===== config.mk =====
export PLATFORM = sky130hd
export DESIGN_NAME = fidi_ctrl
export DESIGN_NICKNAME = d
export VERILOG_FILES = /design/src/rtl/core/fractal_image_decode_iteration_core_assert.svh /design/src/rtl/core/fidi_pkg.sv /design/src/rtl/core/fidi_ctrl.sv
export SDC_FILE = /design/constraint.sdc
export NUM_CORES = 1
export LEC_CHECK = 0
export ABC_AREA = 1
export BUFFER_PORTS_ARGS = -buffer_cell sky130_fd_sc_hd__buf_2
export CAP_MARGIN = 20
export CORE_AREA = 5 5 42 44
export DETAILED_ROUTE_END_ITERATION = 10
export DIE_AREA = 0 0 47 49
export SLEW_MARGIN = 30
export SYNTH_ARGS = -nofsm -noshare
export SYNTH_HDL_FRONTEND = slang
export SYNTH_SLANG_ARGS = --single-unit

===== constraint.sdc =====
create_clock -name clk -period 3.5 [get_ports clk]
set_clock_uncertainty 0.05 [all_clocks]
set_input_delay 0.35 -clock clk [delete_from_list [all_inputs] [get_ports clk]]
set_output_delay 0.35 -clock clk [all_outputs]
set_load 0.005 [all_outputs]

===== src/rtl/core/fractal_image_decode_iteration_core_assert.svh =====
// assertion macros for the fractal decode core
`ifndef FRACTAL_IMAGE_DECODE_ITERATION_CORE_ASSERT_SVH
`define FRACTAL_IMAGE_DECODE_ITERATION_CORE_ASSERT_SVH

`ifndef ASSERT_OFF
// same-cycle implication
`define FIDI_ASSERT_IMPL(lbl, clk, rstn, ante, cons) \
    lbl: assert property (@(posedge clk) disable iff (!rstn) (ante) |-> (cons)) \
        else $error("fidi assertion failed");
// next-cycle implication
`define FIDI_ASSERT_NEXT(lbl, clk, rstn, ante, cons) \
    lbl: assert property (@(posedge clk) disable iff (!rstn) (ante) |=> (cons)) \
        else $error("fidi assertion failed");
`else
`define FIDI_ASSERT_IMPL(lbl, clk, rstn, ante, cons)
`define FIDI_ASSERT_NEXT(lbl, clk, rstn, ante, cons)
`endif

`endif


===== src/rtl/core/fidi_pkg.sv =====
// shared types, codes and helpers of the fractal decode core
package fidi_pkg;

    typedef enum logic [1:0] {
        CMD_WRITE_PIX = 2'd0,
        CMD_WRITE_MAP = 2'd1,
        CMD_RUN       = 2'd2,
        CMD_READ      = 2'd3
    } cmd_t;

    typedef enum logic [2:0] {
        OR_ROT0      = 3'd0,
        OR_ROT90     = 3'd1,
        OR_ROT180    = 3'd2,
        OR_ROT270    = 3'd3,
        OR_MIR_ROT0  = 3'd4,
        OR_MIR_ROT90 = 3'd5,
        OR_MIR_ROT180 = 3'd6,
        OR_MIR_ROT270 = 3'd7
    } orient_t;

    typedef enum logic [3:0] {
        ST_IDLE,
        ST_READ,
        ST_RUN_INIT,
        ST_BLOCK,
        ST_FETCH0,
        ST_FETCH1,
        ST_FETCH2,
        ST_FETCH3,
        ST_ACC,
        ST_MUL,
        ST_STORE,
        ST_DONE
    } state_t;

    localparam int OFS_W = 5;
    localparam logic [2:0] LG_MIN = 3'd1;
    localparam logic [2:0] LG_MAX = 3'd5;

    typedef struct packed {
        logic [2:0]         orientation;
        logic signed [15:0] bias;
        logic signed [15:0] scale;
        logic [7:0]         domain_y;
        logic [7:0]         domain_x;
    } map_entry_t;

    typedef struct packed {
        logic       accept;
        logic       run_init;
        logic       map_rd;
        logic       fetch;
        logic [1:0] fetch_k;
        logic       mul;
        logic       store;
        logic       step_pix;
        logic       step_blk;
        logic       load_read;
        logic       load_done;
    } ctrl_cmd_t;

    typedef struct packed {
        logic out_free;
        logic blk_ok;
        logic pix_last;
        logic blk_last;
    } dp_stat_t;

    // top-left cell offset {row, col} in cell units for a range pixel
    function automatic logic [2*OFS_W-1:0] cell_offset(
        input logic [2:0]       orient,
        input logic [OFS_W-1:0] r,
        input logic [OFS_W-1:0] c,
        input logic [OFS_W-1:0] rr
    );
        logic [OFS_W-1:0] oy;
        logic [OFS_W-1:0] ox;
        case (orient_t'(orient))
            OR_ROT0:       begin oy = r;      ox = c;      end
            OR_ROT90:      begin oy = c;      ox = rr - r; end
            OR_ROT180:     begin oy = rr - r; ox = rr - c; end
            OR_ROT270:     begin oy = rr - c; ox = r;      end
            OR_MIR_ROT0:   begin oy = r;      ox = rr - c; end
            OR_MIR_ROT90:  begin oy = rr - c; ox = rr - r; end
            OR_MIR_ROT180: begin oy = rr - r; ox = c;      end
            default:       begin oy = c;      ox = r;      end
        endcase
        return {oy, ox};
    endfunction

endpackage


===== src/rtl/core/fidi_ctrl.sv =====
// command sequencer of the fractal decode core
module fidi_ctrl (
    input  logic                 clk,
    input  logic                 rst_n,
    input  logic                 in_valid,
    input  logic [1:0]           cmd,
    input  fidi_pkg::dp_stat_t   stat,
    output logic                 in_stall,
    output fidi_pkg::ctrl_cmd_t  ctl
);

    fidi_pkg::state_t state_reg;
    fidi_pkg::state_t state_next;

    always_ff @(posedge clk or negedge rst_n)
    begin
        if (!rst_n)
        begin
            state_reg <= fidi_pkg::ST_IDLE;
        end
        else
        begin
            state_reg <= state_next;
        end
    end

    always_comb
    begin
        state_next = state_reg;
        ctl        = '0;
        in_stall   = 1'b1;
        case (state_reg)
            fidi_pkg::ST_IDLE:
            begin
                in_stall = !stat.out_free;
                if (in_valid && stat.out_free)
                begin
                    ctl.accept = 1'b1;
                    case (fidi_pkg::cmd_t'(cmd))
                        fidi_pkg::CMD_READ: state_next = fidi_pkg::ST_READ;
                        fidi_pkg::CMD_RUN:  state_next = fidi_pkg::ST_RUN_INIT;
                        default:            state_next = fidi_pkg::ST_IDLE;
                    endcase
                end
            end
            fidi_pkg::ST_READ:
            begin
                ctl.load_read = 1'b1;
                state_next    = fidi_pkg::ST_IDLE;
            end
            fidi_pkg::ST_RUN_INIT:
            begin
                ctl.run_init = 1'b1;
                state_next   = fidi_pkg::ST_BLOCK;
            end
            fidi_pkg::ST_BLOCK:
            begin
                if (stat.blk_ok)
                begin
                    ctl.map_rd = 1'b1;
                    state_next = fidi_pkg::ST_FETCH0;
                end
                else
                begin
                    state_next = fidi_pkg::ST_DONE;
                end
            end
            fidi_pkg::ST_FETCH0:
            begin
                ctl.fetch   = 1'b1;
                ctl.fetch_k = 2'd0;
                state_next  = fidi_pkg::ST_FETCH1;
            end
            fidi_pkg::ST_FETCH1:
            begin
                ctl.fetch   = 1'b1;
                ctl.fetch_k = 2'd1;
                state_next  = fidi_pkg::ST_FETCH2;
            end
            fidi_pkg::ST_FETCH2:
            begin
                ctl.fetch   = 1'b1;
                ctl.fetch_k = 2'd2;
                state_next  = fidi_pkg::ST_FETCH3;
            end
            fidi_pkg::ST_FETCH3:
            begin
                ctl.fetch   = 1'b1;
                ctl.fetch_k = 2'd3;
                state_next  = fidi_pkg::ST_ACC;
            end
            fidi_pkg::ST_ACC:
            begin
                // last cell pixel lands in the sum
                state_next = fidi_pkg::ST_MUL;
            end
            fidi_pkg::ST_MUL:
            begin
                ctl.mul    = 1'b1;
                state_next = fidi_pkg::ST_STORE;
            end
            fidi_pkg::ST_STORE:
            begin
                ctl.store = 1'b1;
                if (!stat.pix_last)
                begin
                    ctl.step_pix = 1'b1;
                    state_next   = fidi_pkg::ST_FETCH0;
                end
                else if (stat.blk_last)
                begin
                    state_next = fidi_pkg::ST_DONE;
                end
                else
                begin
                    ctl.step_blk = 1'b1;
                    state_next   = fidi_pkg::ST_BLOCK;
                end
            end
            fidi_pkg::ST_DONE:
            begin
                ctl.load_done = 1'b1;
                state_next    = fidi_pkg::ST_IDLE;
            end
            default:
            begin
                state_next = fidi_pkg::ST_IDLE;
            end
        endcase
    end

endmodule


Yosys cells after proc, flatten, opt, wreduce, memory -nomap -nowiden
Index checks and enable logic that the tools add are counted.

storage, ports and cells
  latch bits = 0
  word-level logic and storage cells = 38
  ROM bits = 0
  memories = 0
  bits of input ports = 9
  bits in writable memories = 0
  output and inout bits = 13
  bits in registers = 4

cells by class
  add/sub/neg operators = 0
  shift-type cells = 0
  bitwise logic cells = 0
  multiplexer cells = 20
  multiply operators = 0
  equal/unequal tests = 14
  magnitude comparators = 0
  reductions and logical operators = 3
  divide/modulo/power cells = 0

operator list
  kind                                                                   count
  4-bit case mux with 10 select lines                                    1
  4-bit by 3-bit equality test with 1-bit output, second input constant  4
  4-bit equality test, second input constant                             4
  4-bit two-way mux                                                      4
  1-bit two-way mux                                                      12
  3-bit case mux with 4 select lines                                     1
  4-bit by 2-bit equality test with 1-bit output, second input constant  2
  2-bit equality test, second input constant                             2
  4-bit by 1-bit equality test with 1-bit output, second input constant  1
  4-bit zero test                                                        1
  2-bit case mux with 2 select lines                                     1
  3-bit two-way mux                                                      1
  2-bit != test, second input constant                                   1
  1-bit logical AND                                                      1
  1-bit zero test                                                        1

Longest topological paths before layout
Gate-level depths: netlist (run 1).

  word-level depth = 4
  depth in mapped cells = 8
  gate-level depth less buffers = 8

Worst setup path after synthesis (run 1)
Ideal clock, no wire load.

  path type = flip-flop to output port
  start = reg state_reg[1]
  end = out in_stall
  stages on the path, launching flop included = 5
  path slack = 2.254 ns
  buffers on the path = 0
  data arrival time = 0.846 ns
  path through = dfrtp_1 > nor2_2 > inv_2 > nor2_2 > nand2_1

between the ends
  cells in the longest elaborated chain, start to end = 2

RTL lines
  what                      line             source
  start: declaration        fidi_ctrl.sv:12  fidi_pkg::state_t state_reg;
  start signal: assignment  fidi_ctrl.sv:19  state_reg <= fidi_pkg::ST_IDLE;
  start signal: assignment  fidi_ctrl.sv:23  state_reg <= state_next;
  4-bit zero test           fidi_ctrl.sv:32  case (state_reg)
  1-bit two-way mux         fidi_ctrl.sv:32
  end: declaration          fidi_ctrl.sv:8   output logic in_stall,

No other way between the ends.

Final worst setup path (run 1)
Ends and elaborated chain as after synthesis.

==> impl_metrics.toml, run 1 <==
[sta]
postLayoutSetupSlackWorst_ns = 1.857
finalSetupViolCount = 0
post-route-period-util = 0.4695
finalCriticalPeriod_ns = 1.643
drv_slew = 0
fmax_ghz = 0.6085
setup_tns_ns = 0
grt_setup_unrepaired = "false"
hold_viol_final = 0
slew_headroom = 0.8246
tightestPinTransition_ns = 0.2621

[worst_setup_path]
ff2ff_path_depth = 7
crit_path_frequent_cell = "nor2_2"
critical_path_buf_inv_count = 2
arrival_ns = 1.24
cp-start-kind = "flop"
critical_path.slowest_cell = "dfrtp_1"
cp_cell_sequence = "nor2_2, inv_2, nor2_2, nand2_1, buf_2"
path_max_fanout = 6
end_kind = "output port"
required_ns = 3.10
slowest_delay_ns = 0.44
cp.depth = 5
crit_type = "reg -> out"
crit_family = "flip-flops"

[power_and_ir_drop]
p_leak_nw = 0.3614
ir_worst_vdd_mv = 0.3294
powerDensity_mw_per_mm2 = 684.5

[synth]
ys.warnings.count = 0
synth_ff_type = "dfrtp_1"
synth-edff-count = 0
synth.largest_area_cell = "dfrtp_1"
avgSynthCellArea_um2 = 5.929
yosysSeqAreaShare = 0.2597
synth_cell_types = 15
synth_cells = 65
ys_ff_latch = 4
syn_nets = 74
syn_area_um2 = 385.4
yosys-top-cells-area = "dfrtp_1 26%, nand2_1 13%, nor2_1 12%, nand3_1 9.1%, inv_1 8.8%"
netlist.area_leader.share = 0.2597
yosysMostFrequentCell = "nand2_1"
ys_async_sr_fraction = 1.000
ys_top_cells_by_count = "13 x nand2_1, 12 x nor2_1, 9 x inv_1"

[global_routing]
antenna_found_initial = 0
grt_pass1_vias = 461
grt_max_degree = 7
grt_use_total = 0.1053
grt_pass1_wl_mm = 1.835
gr-total-overflow = 0

[placed_design]
placedCellCount = 102
port_buffers = 21
dpl.hpwl_um = 949.9
place_area_um2 = 510.5
gp_congestion = 0.7371
dp_slack_ns = 2.099

[floorplan]
start_util = 0.2750
core_mm2 = 0.001401
die_h_um = 49
rows = 14
die_x_um = 47
ios = 22
die_area_mm2 = 0.002303

[clock_network]
cts_resized = 0
numCtsBuffers = 3
ctsLongestPathBuffers = 2
cts_hold_buf = 1
clk_pin_slew_ns = 0.04
clock_latency_ns = 0.23
root_buffer = "clkbuf_4"
htree_levels = 1
cts_tree = "built"
numClockSinks = 4
postCtsSetupBuffers = 0

[final_layout]
fin_nets = 101
largest_reg_flops = 4
drive_above_1_share = 0.4333
n_antenna_cell = 0
final_cells = 106
finish.instance_area_um2 = 543.0
syn_to_final_growth_pct = 40.91

[detailed_routing]
drtIter0Drc = 3
ant_nets = 0
routed_via_density = 4.349
wirelength_mm = 1.083
dr.pass1.iters = 2
drc = 0
route.vias.total = 461
wl_per_cell_um = 10.22

[hold_path]
hold_class = "in -> reg"
hold_depth = 3

[run_status]
status = "finished clean"

[flow_run]
cap_violations = 0
-- metrics by stage --
| step | util | hold slack [ns] | total power (W) |
|---|---|---|---|
| 6_report | 0.3875 | 0.3378 | 0.0003717 |
| 5_1_grt | 0.3875 | 0.3589 | 0.0004132 |
| 4_1_cts | 0.3875 | 0.3315 | 0.0003787 |
| 3_5_place_dp | 0.3643 | 0.1076 | 0.0003177 |
| 3_3_place_gp | 0.3643 | 0.1076 | 0.0003176 |
| 2_1_floorplan | - | 0.004409 | 0.0002487 |
-- path summary, 6_finish.rpt --
kind	from	to	slack (ns)
max in group asynchronous	rst_n	state_reg[2]$_DFFE_PN0P_	2.87
worst max register to register	state_reg[1]$_DFFE_PN0P_	state_reg[0]$_DFFE_PN0P_	2.30
min in group asynchronous	rst_n	state_reg[1]$_DFFE_PN0P_	0.41
worst min-delay path	stat[0]	state_reg[3]$_DFFE_PN0P_	0.34
worst max-delay path	state_reg[1]$_DFFE_PN0P_	in_stall	1.86
worst min register to register	state_reg[2]$_DFFE_PN0P_	state_reg[3]$_DFFE_PN0P_	0.68
-- placed cells by master (no fill, tap or decap) --
master / n
clkbuf_4: 3
nor2_1: 12
nor3_1: 2
inv_1: 9
nand3_1: 7
dfrtp_1: 4
nand2_1: 13
inv_2: 5
buf_2: 21
a21oi_1: 1
nand3b_2: 1
o221ai_1: 1
dlygate4sd3_1: 1
clkinv_2: 1
nand4_1: 1
nand2_2: 1
nand3_2: 2
nor2_2: 5
-- metal layers --
layer	global-route usage	vias to the layer above	share of wire
met3	0.01845	0	0.060
met1	0.1178	202	0.40
met4	0.05530	0	0
met2	0.1787	8	0.54
li1	-	251	-
met5	0	-	0
-- layout make-up --
type	count	area, um^2
fillers	163	858.3
multi-input cells	46	227.7
repair buffers	22	115.1
flip-flops and latches	4	100.1
inverters	15	57.56
clock buffers	3	22.52
well taps	16	20.02
-- cells by family after synthesis --
kind of cell / share of synthesized area
AND/OR/NAND/NOR: 0.5552
buffers and inverters: 0.1493
flip-flops: 0.2598
AO/OA/AOI/OAI: 0.03571
-- power breakdown --
group / internal (W) / switching, W
Sequential: 0.0000648 / 0.0000246
Clock: 0.0000383 / 0.0000181
Combinational: 0.0000831 / 0.000143
Total: 0.000186 / 0.000185
-- worst register-to-register path, cell delays in order (launching register included) --
cell and delay [ns]:
dfrtp_1 0.44, nor2_2 0.19, inv_2 0.07, nor2_2 0.13, nand3_2 0.08, nand3_1 0.08, nand2_1 0.05, inv_1 0.05
Note: power is estimated with default switching activity, not from simulation.
==> run 2: changes to the inputs <==
==> constraint.sdc (replaced) <==
create_clock -name clk -period 1.65 [get_ports clk]
set_clock_uncertainty 0.05 [all_clocks]
set_input_delay 0.165 -clock clk [delete_from_list [all_inputs] [get_ports clk]]
set_output_delay 0.165 -clock clk [all_outputs]
set_load 0.005 [all_outputs]
==> impl_metrics.toml, run 2 (synthesis results as in run 1) <==
[run_status]
status = "finished clean"

[global_routing]
grt_max_degree = 7
grt_use_total = 0.1117
top_usage_layer = "met2"
gr-total-overflow = 0
grt_pass1_wl_mm = 1.932
grt_use_met2 = 0.1810
grt_use_met3 = 0.02952
grt_use_met1 = 0.1289
antenna_found_initial = 0
grt_pass1_vias = 471

[worst_setup_path]
crit_path_frequent_cell = "nor2_2"
slowest_delay_ns = 0.45
crit_family = "flip-flops"
cp.depth = 5
crit_type = "reg -> out"
critical_path_buf_inv_count = 2
ff2ff_path_depth = 7
required_ns = 1.43
arrival_ns = 1.27
critical_path.slowest_cell = "dfrtp_1"
r2r_slack_ns = 0.42
path_max_fanout = 6
end_kind = "output port"
cp-start-kind = "flop"
cp_cell_sequence = "nor2_2, inv_2, nor2_2, nand2_1, buf_2"

[clock_network]
clock_latency_ns = 0.23
cts_tree = "built"
clk_pin_slew_ns = 0.04
root_buffer = "clkbuf_4"
htree_levels = 1
numClockSinks = 4
cts_resized = 0
numCtsBuffers = 3
ctsLongestPathBuffers = 2

[sta]
slew_headroom = 0.8273
fmax_ghz = 0.6727
grt_setup_unrepaired = "false"
tightestPinTransition_ns = 0.2581
hold_viol_final = 0
postLayoutSetupSlackWorst_ns = 0.1634
setup_tns_ns = 0
drv_slew = 0
post-route-period-util = 0.9010
finalSetupViolCount = 0
finalCriticalPeriod_ns = 1.487

[floorplan]
die_area_mm2 = 0.002303
die_h_um = 49
rows = 14
core_mm2 = 0.001401
start_util = 0.2750
ios = 22
die_x_um = 47

[detailed_routing]
drtIter0Drc = 13
ant_nets = 0
route.vias.total = 470
wl_per_cell_um = 10.50
routed_via_density = 4.434
wirelength_mm = 1.113
drc = 0
dr.pass1.iters = 4

[final_layout]
drive_above_1_share = 0.4333
utilization = 0.3875
largest_reg_flops = 4
final_cell_mix = "21 x buf_2, 13 x nand2_1, 12 x nor2_1, 9 x inv_1, 7 x nand3_1"
n_antenna_cell = 0
fin_nets = 101
syn_to_final_growth_pct = 40.91
final_common_cell = "buf_2"

[power_and_ir_drop]
p_leak_nw = 0.3614
powerDensity_mw_per_mm2 = 1468
ir_worst_vdd_mv = 0.6273
p_total_w = 0.0007970

[placed_design]
dpl.hpwl_um = 946.1
gp_congestion = 0.7361
port_buffers = 21
dp_slack_ns = 0.4286

[hold_path]
hold_depth = 3
hold_class = "in -> reg"

[flow_run]
cap_violations = 0
[run 2: cell counts in the layout (fill, tap and decap cells not counted)]
No cell type changed its count.
[run 2: worst register-to-register path, delay by kind of cell, from the launching register on]
family        cells  cell delay (ns)
flops             1             0.45
simple gates      5             0.55
buf+inv           2             0.13
[run 2: repair_timing]
action	4_1_cts	5_1_grt
endpoints found under the hold margin	4	0
hold buffers	1	0
buffers inserted	0	0
setup endpoints to repair	0	0
[run 2: power by group]
part / total, W / internal [W] / leakage (nW) / switching [W]
Sequential: 0.000194 / 0.000138 / 0.0535 / 0.0000565
Clock: 0.000120 / 0.0000813 / 0.0138 / 0.0000387
Combinational: 0.000483 / 0.000176 / 0.294 / 0.000307
Total: 0.000797 / 0.000395 / 0.361 / 0.000402
[run 2: final timing paths]
path	from	end
max in group asynchronous	rst_n	state_reg[0]$_DFFE_PN0P_
worst max-delay path	state_reg[1]$_DFFE_PN0P_	in_stall
worst max register to register	state_reg[1]$_DFFE_PN0P_	state_reg[0]$_DFFE_PN0P_
worst min-delay path	stat[0]	state_reg[3]$_DFFE_PN0P_
min in group asynchronous	rst_n	state_reg[3]$_DFFE_PN0P_
worst min register to register	state_reg[2]$_DFFE_PN0P_	state_reg[3]$_DFFE_PN0P_
[run 2: cell type report]
class / instances / area, um^2
clock buffers: 3 / 22.52
flip-flops and latches: 4 / 100.1
well taps: 16 / 20.02
multi-input cells: 46 / 227.7
inverters: 15 / 57.56
repair buffers: 22 / 115.1
fillers: 167 / 858.3
[run 2: layer usage]
layer | wire (um) | vias up
li1 | - | 252
met1 | 455 | 204
met2 | 591 | 14
met3 | 66 | 0
met4 | 0 | 0
met5 | 0 | -
[run 2: through the flow]
stage               cells  cell area (um^2)  hold WS [ns]
global route          106             543.0        0.1672
floorplan              65             385.4       -0.1806
CTS                   106             543.0        0.1452
finish                106             543.0        0.1562
detailed placement    102             510.5      -0.07704
global placement      102             510.5      -0.07737
